--- config.mk ---
export PLATFORM = sky130hd
export DESIGN_NAME = dda_line_rasterizer_flat
export DESIGN_NICKNAME = d
export VERILOG_FILES = /design/src/dda_pkg.sv /design/src/dda_if.sv /design/src/dda_line_rasterizer.sv /design/src/flat_wrapper.sv
export VERILOG_INCLUDE_DIRS = /design/src /design/src/src
export SDC_FILE = /design/constraint.sdc
export NUM_CORES = 1
export LEC_CHECK = 0
export BUFFER_PORTS_ARGS = -buffer_cell sky130_fd_sc_hd__buf_2
export CAP_MARGIN = 15
export CORE_AREA = 2 2 173 175
export CTS_BUF_LIST = sky130_fd_sc_hd__clkbuf_8
export CTS_CLUSTER_SIZE = 10
export DETAILED_ROUTE_END_ITERATION = 8
export DIE_AREA = 0 0 175 177
export PLACE_DENSITY_LB_ADDON = 0.1
export SYNTH_ARGS = -nofsm -noshare
export SYNTH_HDL_FRONTEND = slang
export SYNTH_SLANG_ARGS = --single-unit
export TNS_END_PERCENT = 100
--- constraint.sdc ---
create_clock -name clock -period 17.3 [get_ports clock]
set_clock_uncertainty 0.15 [all_clocks]
set_input_delay 5.19 -clock clock [delete_from_list [all_inputs] [get_ports clock]]
set_output_delay 5.19 -clock clock [all_outputs]
set_load 0.005 [all_outputs]
--- src/dda_line_rasterizer_assert.svh ---
// ----------------------------------------------------------------------------
// dda line rasterizer assertion macros
// concurrent checks that compile away when SYNTH is defined
// ----------------------------------------------------------------------------
`ifndef DDA_LINE_RASTERIZER_ASSERT_SVH
`define DDA_LINE_RASTERIZER_ASSERT_SVH

`ifndef SYNTH
// check a property on every clock edge outside of reset
`define DDA_ASSERT(label, clk, rst, prop, msg) \
   label: assert property (@(posedge clk) disable iff (rst) (prop)) else $error(msg);
// check a property on every clock edge, reset included
`define DDA_ASSERT_ALWAYS(label, clk, prop, msg) \
   label: assert property (@(posedge clk) (prop)) else $error(msg);
`else
`define DDA_ASSERT(label, clk, rst, prop, msg)
`define DDA_ASSERT_ALWAYS(label, clk, prop, msg)
`endif

`endif

--- src/dda_pkg.sv ---
// ----------------------------------------------------------------------------
// dda line rasterizer package
// default coordinate and fraction widths and request codes shared by the interfaces and the rasterizer
// ----------------------------------------------------------------------------
package dda_pkg;

   // integer coordinate width of endpoints and pixels
   localparam int COORD_BITS = 12;
   // fraction bits of the fixed point position and increments
   localparam int FRAC_BITS = 16;

   // request function codes
   typedef enum logic {FUNC_LOAD = 1'b0, FUNC_ADVANCE = 1'b1} func_type;

endpackage

--- src/dda_if.sv ---
// ----------------------------------------------------------------------------
// dda line rasterizer channels
// valid/ready channels for request and pixel response transactions
// ----------------------------------------------------------------------------

// request channel: load endpoints or advance one pixel
interface dda_req_if #(parameter int CoordBits = dda_pkg::COORD_BITS);
   logic                        valid;
   logic                        ready;
   logic                        func;
   logic signed [CoordBits-1:0] x_start;
   logic signed [CoordBits-1:0] y_start;
   logic signed [CoordBits-1:0] x_end;
   logic signed [CoordBits-1:0] y_end;

   modport source (output valid, func, x_start, y_start, x_end, y_end, input ready);
   modport sink   (input valid, func, x_start, y_start, x_end, y_end, output ready);
endinterface

// response channel: one rasterized pixel
interface dda_rsp_if #(parameter int CoordBits = dda_pkg::COORD_BITS);
   logic                        valid;
   logic                        ready;
   logic signed [CoordBits-1:0] pixel_x;
   logic signed [CoordBits-1:0] pixel_y;
   logic                        last;

   modport source (output valid, pixel_x, pixel_y, last, input ready);
   modport sink   (input valid, pixel_x, pixel_y, last, output ready);
endinterface

--- src/dda_line_rasterizer.sv ---
// ----------------------------------------------------------------------------
// dda line rasterizer
// fixed point digital differential analyzer producing one pixel per load and per advance
// ----------------------------------------------------------------------------
// Usage:
//   req_chan carries transactions with func = 0 (load endpoints) or func = 1
//   (advance). A load computes steps = max(|dx|, |dy|) and the two Q.FRAC_BITS
//   increments with one shared restoring divider, one quotient bit per cycle,
//   x first then y, then places the first pixel once the output register is
//   free; req_chan.ready stays low from the accepting edge through the x and
//   y divides until that first pixel is registered. An advance's pixel is
//   registered at the accepting edge, so advances stream one pixel per cycle
//   while the receiver does not stall rsp_chan.
//   An advance with no active line gives no response. A line gives steps+1
//   pixels and last marks the final one.
//   rsp_chan is a single output register: while it holds a pixel that the
//   receiver stalls, no new transaction is taken on req_chan.
//   Reset clears the line state: no line is active and no response is pending.
// ----------------------------------------------------------------------------
`include "dda_line_rasterizer_assert.svh"

module dda_line_rasterizer #(
   parameter int COORD_BITS = dda_pkg::COORD_BITS,
   parameter int FRAC_BITS  = dda_pkg::FRAC_BITS
) (
   input  logic             clock,
   input  logic             reset,
   dda_req_if.sink          req_chan,
   dda_rsp_if.source        rsp_chan
);
   import dda_pkg::*;

   localparam int AW = COORD_BITS + FRAC_BITS + 1;  // accumulator width
   localparam int SW = FRAC_BITS + 2;                // increment width
   localparam int QW = FRAC_BITS + 1;                // quotient magnitude width
   localparam int CW = $clog2(FRAC_BITS + 1);        // divide step counter width
   localparam logic [CW-1:0] CNT_LAST = CW'(FRAC_BITS);

   // sequencer codes
   localparam logic [1:0] ST_IDLE = 2'd0;
   localparam logic [1:0] ST_DIV  = 2'd1;
   localparam logic [1:0] ST_EMIT = 2'd2;

   // registers
   logic [1:0]                  state_ff, state_in;
   logic signed [AW-1:0]        x_accum_ff, x_accum_in;
   logic signed [AW-1:0]        y_accum_ff, y_accum_in;
   logic signed [SW-1:0]        x_step_ff, x_step_in;
   logic signed [SW-1:0]        y_step_ff, y_step_in;
   logic [COORD_BITS:0]         pixels_left_ff, pixels_left_in;
   logic                        line_active_ff, line_active_in;
   logic [COORD_BITS-1:0]       steps_ff, steps_in;
   logic [COORD_BITS-1:0]       ady_ff, ady_in;
   logic                        x_neg_ff, x_neg_in;
   logic                        y_neg_ff, y_neg_in;
   logic                        axis_ff, axis_in;
   logic [CW-1:0]               cnt_ff, cnt_in;
   logic [COORD_BITS-1:0]       rem_ff, rem_in;
   logic [QW-1:0]               qsh_ff, qsh_in;
   logic                        rsp_valid_ff, rsp_valid_in;
   logic signed [COORD_BITS-1:0] pixel_x_ff, pixel_x_in;
   logic signed [COORD_BITS-1:0] pixel_y_ff, pixel_y_in;
   logic                        last_ff, last_in;

   // combinational helpers
   logic                        out_free;
   logic                        req_fire;
   logic signed [COORD_BITS:0]  dx, dy;
   logic [COORD_BITS:0]         adx_w, ady_w;
   logic [COORD_BITS-1:0]       adx, ady;
   logic [COORD_BITS:0]         trial;
   logic [COORD_BITS+1:0]       diff;
   logic                        ge;
   logic [QW-1:0]               quo;
   logic signed [SW-1:0]        step_val;
   logic signed [AW-1:0]        x_next, y_next;

   // round to nearest: trunc_toward_zero(acc + half)
   function automatic logic [COORD_BITS-1:0] round_coord(input logic [AW-1:0] acc);
      logic [COORD_BITS:0] ip;
      logic [COORD_BITS:0] fl;
      logic                half_exact;
      logic [COORD_BITS:0] r;
      ip         = acc[AW-1:FRAC_BITS];
      half_exact = (acc[FRAC_BITS-1:0] == {1'b1, {(FRAC_BITS-1){1'b0}}});
      fl         = ip + {{COORD_BITS{1'b0}}, acc[FRAC_BITS-1]};
      r          = fl + {{COORD_BITS{1'b0}}, (fl[COORD_BITS] & ~half_exact)};
      return r[COORD_BITS-1:0];
   endfunction

   // handshake
   assign out_free       = !rsp_valid_ff || rsp_chan.ready;
   assign req_chan.ready = (state_ff == ST_IDLE) && out_free;
   assign req_fire       = req_chan.valid && req_chan.ready;

   // endpoint deltas and magnitudes
   assign dx    = {req_chan.x_end[COORD_BITS-1], req_chan.x_end}
                - {req_chan.x_start[COORD_BITS-1], req_chan.x_start};
   assign dy    = {req_chan.y_end[COORD_BITS-1], req_chan.y_end}
                - {req_chan.y_start[COORD_BITS-1], req_chan.y_start};
   assign adx_w = dx[COORD_BITS] ? -dx : dx;
   assign ady_w = dy[COORD_BITS] ? -dy : dy;
   assign adx   = adx_w[COORD_BITS-1:0];
   assign ady   = ady_w[COORD_BITS-1:0];

   // shared restoring divide step
   assign trial = {rem_ff, qsh_ff[QW-1]};
   assign diff  = {1'b0, trial} - {2'b00, steps_ff};
   assign ge    = !diff[COORD_BITS+1];
   assign quo   = {qsh_ff[QW-2:0], ge};

   // signed increment from the finished quotient, zero for a single pixel line
   always_comb begin
      logic signed [SW-1:0] q_ext;
      logic                 neg;
      q_ext = {1'b0, quo};
      neg   = axis_ff ? y_neg_ff : x_neg_ff;
      if (steps_ff == '0) begin
         step_val = '0;
      end else begin
         step_val = neg ? -q_ext : q_ext;
      end
   end

   // accumulator advance
   assign x_next = x_accum_ff + {{(AW-SW){x_step_ff[SW-1]}}, x_step_ff};
   assign y_next = y_accum_ff + {{(AW-SW){y_step_ff[SW-1]}}, y_step_ff};

   // sequencer and datapath next state
   always_comb begin
      state_in       = state_ff;
      x_accum_in     = x_accum_ff;
      y_accum_in     = y_accum_ff;
      x_step_in      = x_step_ff;
      y_step_in      = y_step_ff;
      pixels_left_in = pixels_left_ff;
      line_active_in = line_active_ff;
      steps_in       = steps_ff;
      ady_in         = ady_ff;
      x_neg_in       = x_neg_ff;
      y_neg_in       = y_neg_ff;
      axis_in        = axis_ff;
      cnt_in         = cnt_ff;
      rem_in         = rem_ff;
      qsh_in         = qsh_ff;
      rsp_valid_in   = rsp_valid_ff && !rsp_chan.ready;
      pixel_x_in     = pixel_x_ff;
      pixel_y_in     = pixel_y_ff;
      last_in        = last_ff;

      unique case (state_ff)
         ST_IDLE: begin
            if (req_fire && (req_chan.func == FUNC_LOAD)) begin
               // load: start position, set up the x divide
               x_accum_in = {req_chan.x_start[COORD_BITS-1], req_chan.x_start,
                             {FRAC_BITS{1'b0}}};
               y_accum_in = {req_chan.y_start[COORD_BITS-1], req_chan.y_start,
                             {FRAC_BITS{1'b0}}};
               steps_in   = (adx > ady) ? adx : ady;
               ady_in     = ady;
               x_neg_in   = dx[COORD_BITS];
               y_neg_in   = dy[COORD_BITS];
               axis_in    = 1'b0;
               cnt_in     = '0;
               rem_in     = {1'b0, adx[COORD_BITS-1:1]};
               qsh_in     = {adx[0], {FRAC_BITS{1'b0}}};
               state_in   = ST_DIV;
            end else if (req_fire && line_active_ff) begin
               // advance: next pixel of the active line
               x_accum_in     = x_next;
               y_accum_in     = y_next;
               pixels_left_in = pixels_left_ff - 1'b1;
               line_active_in = (pixels_left_ff != {{COORD_BITS{1'b0}}, 1'b1});
               pixel_x_in     = round_coord(x_next);
               pixel_y_in     = round_coord(y_next);
               last_in        = (pixels_left_ff == {{COORD_BITS{1'b0}}, 1'b1});
               rsp_valid_in   = 1'b1;
            end
         end
         ST_DIV: begin
            rem_in = ge ? diff[COORD_BITS-1:0] : trial[COORD_BITS-1:0];
            qsh_in = quo;
            cnt_in = cnt_ff + 1'b1;
            if (cnt_ff == CNT_LAST) begin
               cnt_in = '0;
               if (!axis_ff) begin
                  // x done, start the y divide
                  x_step_in = step_val;
                  axis_in   = 1'b1;
                  rem_in    = {1'b0, ady_ff[COORD_BITS-1:1]};
                  qsh_in    = {ady_ff[0], {FRAC_BITS{1'b0}}};
               end else begin
                  y_step_in = step_val;
                  state_in  = ST_EMIT;
               end
            end
         end
         ST_EMIT: begin
            // first pixel of the new line once the output register is free
            if (out_free) begin
               pixel_x_in     = round_coord(x_accum_ff);
               pixel_y_in     = round_coord(y_accum_ff);
               last_in        = (steps_ff == '0);
               pixels_left_in = {1'b0, steps_ff};
               line_active_in = (steps_ff != '0);
               rsp_valid_in   = 1'b1;
               state_in       = ST_IDLE;
            end
         end
         default: begin
            state_in = ST_IDLE;
         end
      endcase
   end

   // control registers
   always_ff @(posedge clock) begin
      if (reset) begin
         state_ff       <= ST_IDLE;
         x_accum_ff     <= '0;
         y_accum_ff     <= '0;
         x_step_ff      <= '0;
         y_step_ff      <= '0;
         pixels_left_ff <= '0;
         line_active_ff <= 1'b0;
         rsp_valid_ff   <= 1'b0;
         axis_ff        <= 1'b0;
         cnt_ff         <= '0;
      end else begin
         state_ff       <= state_in;
         x_accum_ff     <= x_accum_in;
         y_accum_ff     <= y_accum_in;
         x_step_ff      <= x_step_in;
         y_step_ff      <= y_step_in;
         pixels_left_ff <= pixels_left_in;
         line_active_ff <= line_active_in;
         rsp_valid_ff   <= rsp_valid_in;
         axis_ff        <= axis_in;
         cnt_ff         <= cnt_in;
      end
   end

   // payload registers
   always_ff @(posedge clock) begin
      steps_ff   <= steps_in;
      ady_ff     <= ady_in;
      x_neg_ff   <= x_neg_in;
      y_neg_ff   <= y_neg_in;
      rem_ff     <= rem_in;
      qsh_ff     <= qsh_in;
      pixel_x_ff <= pixel_x_in;
      pixel_y_ff <= pixel_y_in;
      last_ff    <= last_in;
   end

   // response outputs
   assign rsp_chan.valid   = rsp_valid_ff;
   assign rsp_chan.pixel_x = pixel_x_ff;
   assign rsp_chan.pixel_y = pixel_y_ff;
   assign rsp_chan.last    = last_ff;

   // checks
   `DDA_ASSERT(a_idle_no_pixels, clock, reset,
      !line_active_ff |-> (pixels_left_ff == '0), "inactive line with pixels left")
   `DDA_ASSERT(a_last_ends_line, clock, reset,
      (rsp_valid_ff && last_ff) |-> !line_active_ff, "last pixel pending on active line")
   `DDA_ASSERT(a_step_range, clock, reset,
      (x_step_ff <= $signed({2'b01, {FRAC_BITS{1'b0}}}))
      && (x_step_ff >= -$signed({2'b01, {FRAC_BITS{1'b0}}}))
      && (y_step_ff <= $signed({2'b01, {FRAC_BITS{1'b0}}}))
      && (y_step_ff >= -$signed({2'b01, {FRAC_BITS{1'b0}}})),
      "increment beyond one pixel")

endmodule
--- src/flat_wrapper.sv ---
// flat-port wrapper written by rule: the top's interface ports become plain ports
module dda_line_rasterizer_flat import dda_pkg::*;
#(
   parameter int COORD_BITS = dda_pkg::COORD_BITS,
   parameter int FRAC_BITS  = dda_pkg::FRAC_BITS
)
  (clock, reset, req_chan_valid, req_chan_func, req_chan_x_start, req_chan_y_start, req_chan_x_end, req_chan_y_end, req_chan_ready, rsp_chan_valid, rsp_chan_pixel_x, rsp_chan_pixel_y, rsp_chan_last, rsp_chan_ready);
  dda_req_if req_chan_i ();
  dda_rsp_if rsp_chan_i ();
  input  logic clock;
  input  logic reset;
  input wire logic [$bits(req_chan_i.valid)-1:0] req_chan_valid;
  input wire logic [$bits(req_chan_i.func)-1:0] req_chan_func;
  input wire logic [$bits(req_chan_i.x_start)-1:0] req_chan_x_start;
  input wire logic [$bits(req_chan_i.y_start)-1:0] req_chan_y_start;
  input wire logic [$bits(req_chan_i.x_end)-1:0] req_chan_x_end;
  input wire logic [$bits(req_chan_i.y_end)-1:0] req_chan_y_end;
  output wire logic [$bits(req_chan_i.ready)-1:0] req_chan_ready;
  output wire logic [$bits(rsp_chan_i.valid)-1:0] rsp_chan_valid;
  output wire logic [$bits(rsp_chan_i.pixel_x)-1:0] rsp_chan_pixel_x;
  output wire logic [$bits(rsp_chan_i.pixel_y)-1:0] rsp_chan_pixel_y;
  output wire logic [$bits(rsp_chan_i.last)-1:0] rsp_chan_last;
  input wire logic [$bits(rsp_chan_i.ready)-1:0] rsp_chan_ready;
  assign req_chan_i.valid = req_chan_valid;
  assign req_chan_i.func = req_chan_func;
  assign req_chan_i.x_start = req_chan_x_start;
  assign req_chan_i.y_start = req_chan_y_start;
  assign req_chan_i.x_end = req_chan_x_end;
  assign req_chan_i.y_end = req_chan_y_end;
  assign req_chan_ready = req_chan_i.ready;
  assign rsp_chan_valid = rsp_chan_i.valid;
  assign rsp_chan_pixel_x = rsp_chan_i.pixel_x;
  assign rsp_chan_pixel_y = rsp_chan_i.pixel_y;
  assign rsp_chan_last = rsp_chan_i.last;
  assign rsp_chan_i.ready = rsp_chan_ready;
  dda_line_rasterizer #(.COORD_BITS(COORD_BITS), .FRAC_BITS(FRAC_BITS)) u_core (.clock(clock), .reset(reset), .req_chan(req_chan_i), .rsp_chan(rsp_chan_i));
endmodule
==> summary.txt, run 1 <==
P&R area growth vs syn: 6.46%
Initial antenna violation count: 1
Dpl ws: 6.24 ns
WP data arrival: 5.73 ns
Yosys top cell by area: edfxtp_1
Most frequent cell after synthesis: nand2_1
Post-synthesis cell count: 1948
Vias: 14300
Min-delay worst type: reg -> reg
Status: finished clean
Longest Clk Path Bufs: 2
Power Density: 71.1 nW/µm²
Power, Total: 1.19 mW
CTS Buf Count: 17
Die W: 175 µm
Clock H-tree levels: 4
Synth cell types: 85
Final Cell Area: 16700 µm²
Warnings from Yosys: 0
Clock latency on the worst-skew pair: 0.49 ns
Die area: 31000 µm²
Initial core utilization: 0.538
Final hold violation count: 0
Routability cong.: 0.951
First-pass GRT wire length: 70200 µm
CTS root buffer: clkbuf_8
Sequential cell area fraction in the yosys report: 0.302
Die Ht: 177 µm
Share of layout cells above drive strength 1: 0.0813
Unrepaired setup endpoints after global routing: no
Max-slew headroom: 0.234
Cell Area, Placed: 16400 µm²
Setup WS post-layout: 6.23 ns
Clk slew on worst S/H paths: 0.11 ns
Post-CTS Setup Bufs: 0
DRT antenna net count: 0
GRT Total Usage: 0.285
Req. time, crit path: 11.96 ns
Number of port buffers: 79
Final Max Slew Viols: 0
Fin Setup TNS: 0 ns
Crit end category: output port
Clk sink count: 197
Commonest cells post-synth: 206 x nand2_1, 199 x nor2_1, 141 x a21oi_1
CTS tree: built
Final net count: 2154
Average size of a mapped cell: 8.08 µm²
Via density: 6.03
Vias in the first global route: 13300
DPL Wire Length: 33200 µm
Pin count of the biggest net entering global routing: 80
Crit path launch type: input port
ANT cells: 0
Final period util: 0.640
Ys flop type: dfxtp_1
Least-Margin Pin Slew: 1.14 ns
FP Rows: 63
Post-synth EDFFs: 80
Fmax: 90.3 MHz
Max_cap viols: 0
Max Fanout on Critical Path: 3
DR WL/cell: 18.5 µm
Synthesized net count: 2133
Grt total ovfl: 0
Yosys top cell area share: 0.153
Mapped Area: 15700 µm²
Leak: 7.16 nW
Synth top area cells: edfxtp_1 15%, dfxtp_1 15%, ha_1 10%
Total Wirelength: 43800 µm
IO Pins: 80
Setup CP Type: in -> out
Core footprint: 29200 µm²
Period minus WS final: 11.07 ns
Hold_buf cts: 0
VDD IR max: 0.0000662 V
Endpoints failing setup: 0
1st-pass router iterations: 5
Post-CTS Resized: 0
Drt initial violations: 1376
Remaining DRCs: 0
Asr flop ratio synth: 0
FF+latch count, synth: 197
[critical path: stages]
cell and delay, ns:
buf_2 0.09, nor2b_1 0.05, nor3_1 0.24, buf_2 0.17
[report_power, final]
part	leakage [nW]	internal [mW]	switching (mW)
sequential	1.70	0.519	0.0232
combinational	5.26	0.140	0.211
clock	0.192	0.115	0.182
[kinds of logic (layout without fill, tap and decap cells)]
group                      Yosys count  in the layout  share of synthesized area
AOI/OAI and AO/OA                  542            542                      0.222
and+or+nand+nor                    697            697                      0.214
adders and majority gates          132            132                      0.107
DFF                                197            197                      0.302
muxes                               32             32                     0.0205
buffers and inverters              193            226                     0.0476
xor gates and xnor gates           155            155                     0.0868
[layout make-up]
class | instances | area (µm²)
Fill cell | 2743 | 12500
Multi-Input combinational cell | 1558 | 10300
Sequential cell | 197 | 4740
Timing Repair Buffer | 93 | 503
Tap cell | 390 | 488
Inverter | 102 | 383
Clock buffer | 17 | 234
Clock inverter | 14 | 130
[state kept, by name, indices dropped and copies added (netlist names)]
signal,flops
u_core.y_accum_ff,29
u_core.rsp_chan.pixel_y,12
u_core.x_accum_ff,29
u_core.cnt_ff,5
u_core.line_active_ff,1
u_core.axis_ff,1
u_core.rsp_chan.last,1
u_core.state_ff,2
u_core.y_neg_ff,1
u_core.x_step_ff,18
u_core.rem_ff,12
u_core.qsh_ff,17
u_core.rsp_chan.pixel_x,12
u_core.rsp_chan.valid,1
u_core.pixels_left_ff,13
u_core.x_neg_ff,1
u_core.y_step_ff,18
u_core.steps_ff,12
u_core.ady_ff,12
[worst paths after layout]
kind / from / end / slack (ns) / cells after the start
worst max register to register: u_core.y_accum_ff[0] / u_core.rsp_chan.pixel_y[6] / 11.07 / 24
worst max-delay path: rsp_chan_ready / req_chan_ready / 6.23 / 4
worst min register to register: u_core.x_step_ff[0] / u_core.x_step_ff[0] / 0.33 / 2
worst min-delay path: u_core.x_step_ff[0] / u_core.x_step_ff[0] / 0.33 / 2
[layer usage]
metal  wire [µm]  GRT usage
met1       19800      0.384
met5          17          0
met3        2250     0.0331
met2       20400      0.474
met4        1350      0.103
[cells in the final DEF, fill, tap and decap left out, types with 9 or more instances in the layout]
master | netlist | layout
a21o_1 | 38 | 38
a22oi_1 | 31 | 31
edfxtp_1 | 80 | 80
a21boi_0 | 15 | 15
nand3_1 | 46 | 46
o31ai_1 | 16 | 16
a21oi_1 | 141 | 141
or3_1 | 18 | 18
o22ai_1 | 21 | 21
xnor2_1 | 81 | 81
clkbuf_8 | 0 | 17
o21a_1 | 17 | 17
nand4_1 | 19 | 19
or2_2 | 11 | 11
nand2b_1 | 18 | 18
buf_2 | 12 | 78
inv_1 | 102 | 105
and2_1 | 13 | 13
dfxtp_1 | 117 | 117
nor3_1 | 37 | 36
o21ai_1 | 9 | 9
buf_4 | 0 | 15
o211ai_1 | 14 | 14
a31oi_1 | 9 | 9
o21ai_0 | 127 | 127
mux2i_1 | 30 | 30
nand2_1 | 206 | 206
nor2_1 | 199 | 199
nor2b_1 | 30 | 28
xor2_1 | 73 | 73
a211oi_1 | 36 | 36
nor4_1 | 20 | 19
ha_1 | 127 | 127
and3_1 | 32 | 32
[stage by stage]
| stage | utilization | cells | hold slack (ns) |
|---|---|---|---|
| global placement | 0.560 | 2340 | 0.303 |
| finish | 0.573 | 2371 | 0.328 |
| global route | 0.573 | 2371 | 0.346 |
| floorplan | - | 1948 | 0.282 |
| CTS | 0.573 | 2371 | 0.322 |
| detailed placement | 0.560 | 2340 | 0.307 |
Power figures use the tool's default switching activity.
==> inputs of run 2 (changes only) <==
==> constraint.sdc (replaced) <==
create_clock -name clock -period 9.19 [get_ports clock]
set_clock_uncertainty 0.15 [all_clocks]
set_input_delay 2.757 -clock clock [delete_from_list [all_inputs] [get_ports clock]]
set_output_delay 2.757 -clock clock [all_outputs]
set_load 0.005 [all_outputs]
==> summary.txt, run 2 (synthesized netlist as in run 1, its figures left out) <==
Status: finished clean
Endpoints failing setup: 0 (unchanged)
End of the worst hold path: u_core.x_step_ff[0]
Die W: 175 µm (unchanged)
Beginning of the worst hold path: u_core.x_step_ff[0]
Drt initial violations: 1346 (-2.2%)
Unrepaired setup endpoints after global routing: no
WP data arrival: 7.61 ns (+1.88 ns)
Longest Clk Path Bufs: 2 (unchanged)
Period minus WS final: 7.43 ns
Setup CP Type: in -> reg
P&R area growth vs syn: 6.49% (about the same)
Crit end category: register
Worst reg2reg path depth: 24 (unchanged)
Clk sink count: 197 (unchanged)
Final net count: 2154 (unchanged)
Leak: 7.15 nW (about the same)
Hold_buf cts: 0 (unchanged)
Commonest non-fill, non-tap cells in the layout: 206 x nand2_1, 199 x nor2_1, 141 x a21oi_1
Number of port buffers: 79 (unchanged)
Die Ht: 177 µm (unchanged)
Final hold violation count: 0 (unchanged)
Crit path launch type: input port
1st-pass router iterations: 6 (+1)
Commonest non-fill, non-tap cell in the layout: nand2_1
First-pass GRT wire length: 70800 µm (+0.79%)
Grt total ovfl: 0 (unchanged)
Clk pwr share: 0.249 (about the same)
Vias in the first global route: 13500 (+1.7%)
DRT antenna net count: 0 (unchanged)
Pin count of the biggest net entering global routing: 70 (-13%)
Initial antenna violation count: 2 (+1)
Setup WS post-layout: 1.76 ns (-4.47 ns)
Total Wirelength: 44200 µm (+0.78%)
Gate power share: 0.296 (about the same)
FP Rows: 63 (unchanged)
Dpl ws: 1.24 ns (-4.99 ns)
Largest regs: u_core.x_accum_ff x29, u_core.y_accum_ff x29
Cell Area, Placed: 16400 µm² (unchanged)
CTS tree: built
Launch point of the worst path: req_chan_x_end[0]
Final period util: 0.809
Via density: 6.03 (+0.10%)
Max Fanout on Critical Path: 7 (+4)
Post-CTS Resized: 0 (unchanged)
Layout Cells excl Fill: 2372 (+0.042%)
DPL Wire Length: 33500 µm (+0.97%)
Clock H-tree levels: 4 (unchanged)
Vias: 14300 (+0.15%)
Post-layout util: 0.573 (about the same)
Core footprint: 29200 µm² (unchanged)
Max_cap viols: 0 (unchanged)
Capture point of the worst reg-to-reg path: u_core.rsp_chan.pixel_y[11]
IO Pins: 80 (unchanged)
Share of power burned in registers: 0.455 (about the same)
Internal: 1.46 mW (+88%)
Initial core utilization: 0.538 (unchanged)
Req. time, crit path: 9.36 ns (-2.60 ns)
CTS root buffer: clkbuf_8
Clock latency on the worst-skew pair: 0.49 ns (about the same)
Power Density: 134 nW/µm² (+89%)
Share of layout cells above drive strength 1: 0.0812 (about the same)
Final Cell Area: 16800 µm² (about the same)
DR WL/cell: 18.6 µm (+0.74%)
Die area: 31000 µm² (unchanged)
Post-CTS Setup Bufs: 0 (unchanged)
Remaining DRCs: 0 (unchanged)
Fmax: 135 MHz
Reg2Reg Setup Slack: 2.96 ns (-8.11 ns)
Switch Pwr: 0.789 mW (+90%)
Final Max Slew Viols: 0 (unchanged)
Sw frac: 0.351 (+0.00169)
Placed cells: 2340 (unchanged)
ANT cells: 0 (unchanged)
Min-delay worst type: reg -> reg
GRT Total Usage: 0.288 (+0.00243)
Least-Margin Pin Slew: 0.966 ns (-0.175 ns)
Routability cong.: 0.917 (-3.6%)
Fin Setup TNS: 0 ns (unchanged)
Clk slew on worst S/H paths: 0.11 ns (about the same)
Hold path depth: 2 (unchanged)
Max-slew headroom: 0.356 (+0.122)
Reg-to-reg critical path startpoint: u_core.y_accum_ff[0]
VDD IR max: 0.000108 V (+64%)
CTS Buf Count: 17 (unchanged)
## run 2: changes by cell type in the layout (fill, tap and decap cells not counted), sizes merged
| cell | change |
|---|---|
| clkinv | +4 |
| inv | -4 |
| clkinvlp | +1 |
## run 2: power groups by stage
stage / logic, mW / registers [mW] / clock network, mW
3_5_place_dp: 0.657 / 1.04 / 0
4_1_cts: 0.662 / 1.02 / 0.571
5_1_grt: 0.744 / 1.03 / 0.600
6_report: 0.665 / 1.02 / 0.561
2_1_floorplan: 0.503 / 1.02 / 0
3_3_place_gp: 0.643 / 1.04 / 0
## run 2: final cells by class
class / count / area (µm²)
multi-input combinational: 1558 / 10300
sequential: 197 / 4740
tap: 390 / 488
inverter: 102 / 383
clock inverter: 15 / 135
fill: 2763 / 12500
clock buffer: 17 / 234
timing repair buffer: 93 / 503
## run 2: how the worst max path moves through the flow
| stage | endpoint | slack [ns] | cells after the start |
|---|---|---|---|
| after floorplan | u_core.steps_ff[0] | 1.85 | 28 |
| after global placement | u_core.steps_ff[9] | 1.41 | 23 |
| after detailed placement | u_core.steps_ff[9] | 1.24 | 23 |
| after CTS | u_core.steps_ff[9] | 1.76 | 23 |
| after global routing | u_core.steps_ff[9] | 1.30 | 27 |
| final | u_core.steps_ff[9] | 1.76 | 23 |
## run 2: metal layers
metal / GRT usage / up-vias / routed length [µm]
met5: 0 / - / 23
met4: 0.0868 / 4 / 1070
met3: 0.0372 / 71 / 2620
met2: 0.476 / 445 / 20400
met1: 0.393 / 6730 / 20000
li1: - / 7060 / -
## run 2: metrics by stage
stage               power, mW  hold slack (ns)
finish                   2.25            0.318
global route             2.37            0.337
CTS                      2.25            0.321
detailed placement       1.70            0.306
global placement         1.68            0.303
floorplan                1.52            0.282
## run 2: worst max-delay path: stages
cell and delay, ns:
buf_2 0.07, inv_1 0.03, ha_1 0.21, fa_1 0.42
nor2b_1 0.13, o21ai_0 0.11, a21boi_0 0.25, o21ai_0 0.13
a21boi_0 0.24, o21ai_0 0.17, nand2_1 0.13, xor2_1 0.12
or4_1 0.54, o21ai_0 0.21, xor2_1 0.27, inv_1 0.08
ha_1 0.29, nand4_1 0.07, nor2_1 0.13, a21oi_1 0.08
a32oi_1 0.61, buf_4 0.31, mux2i_1 0.24
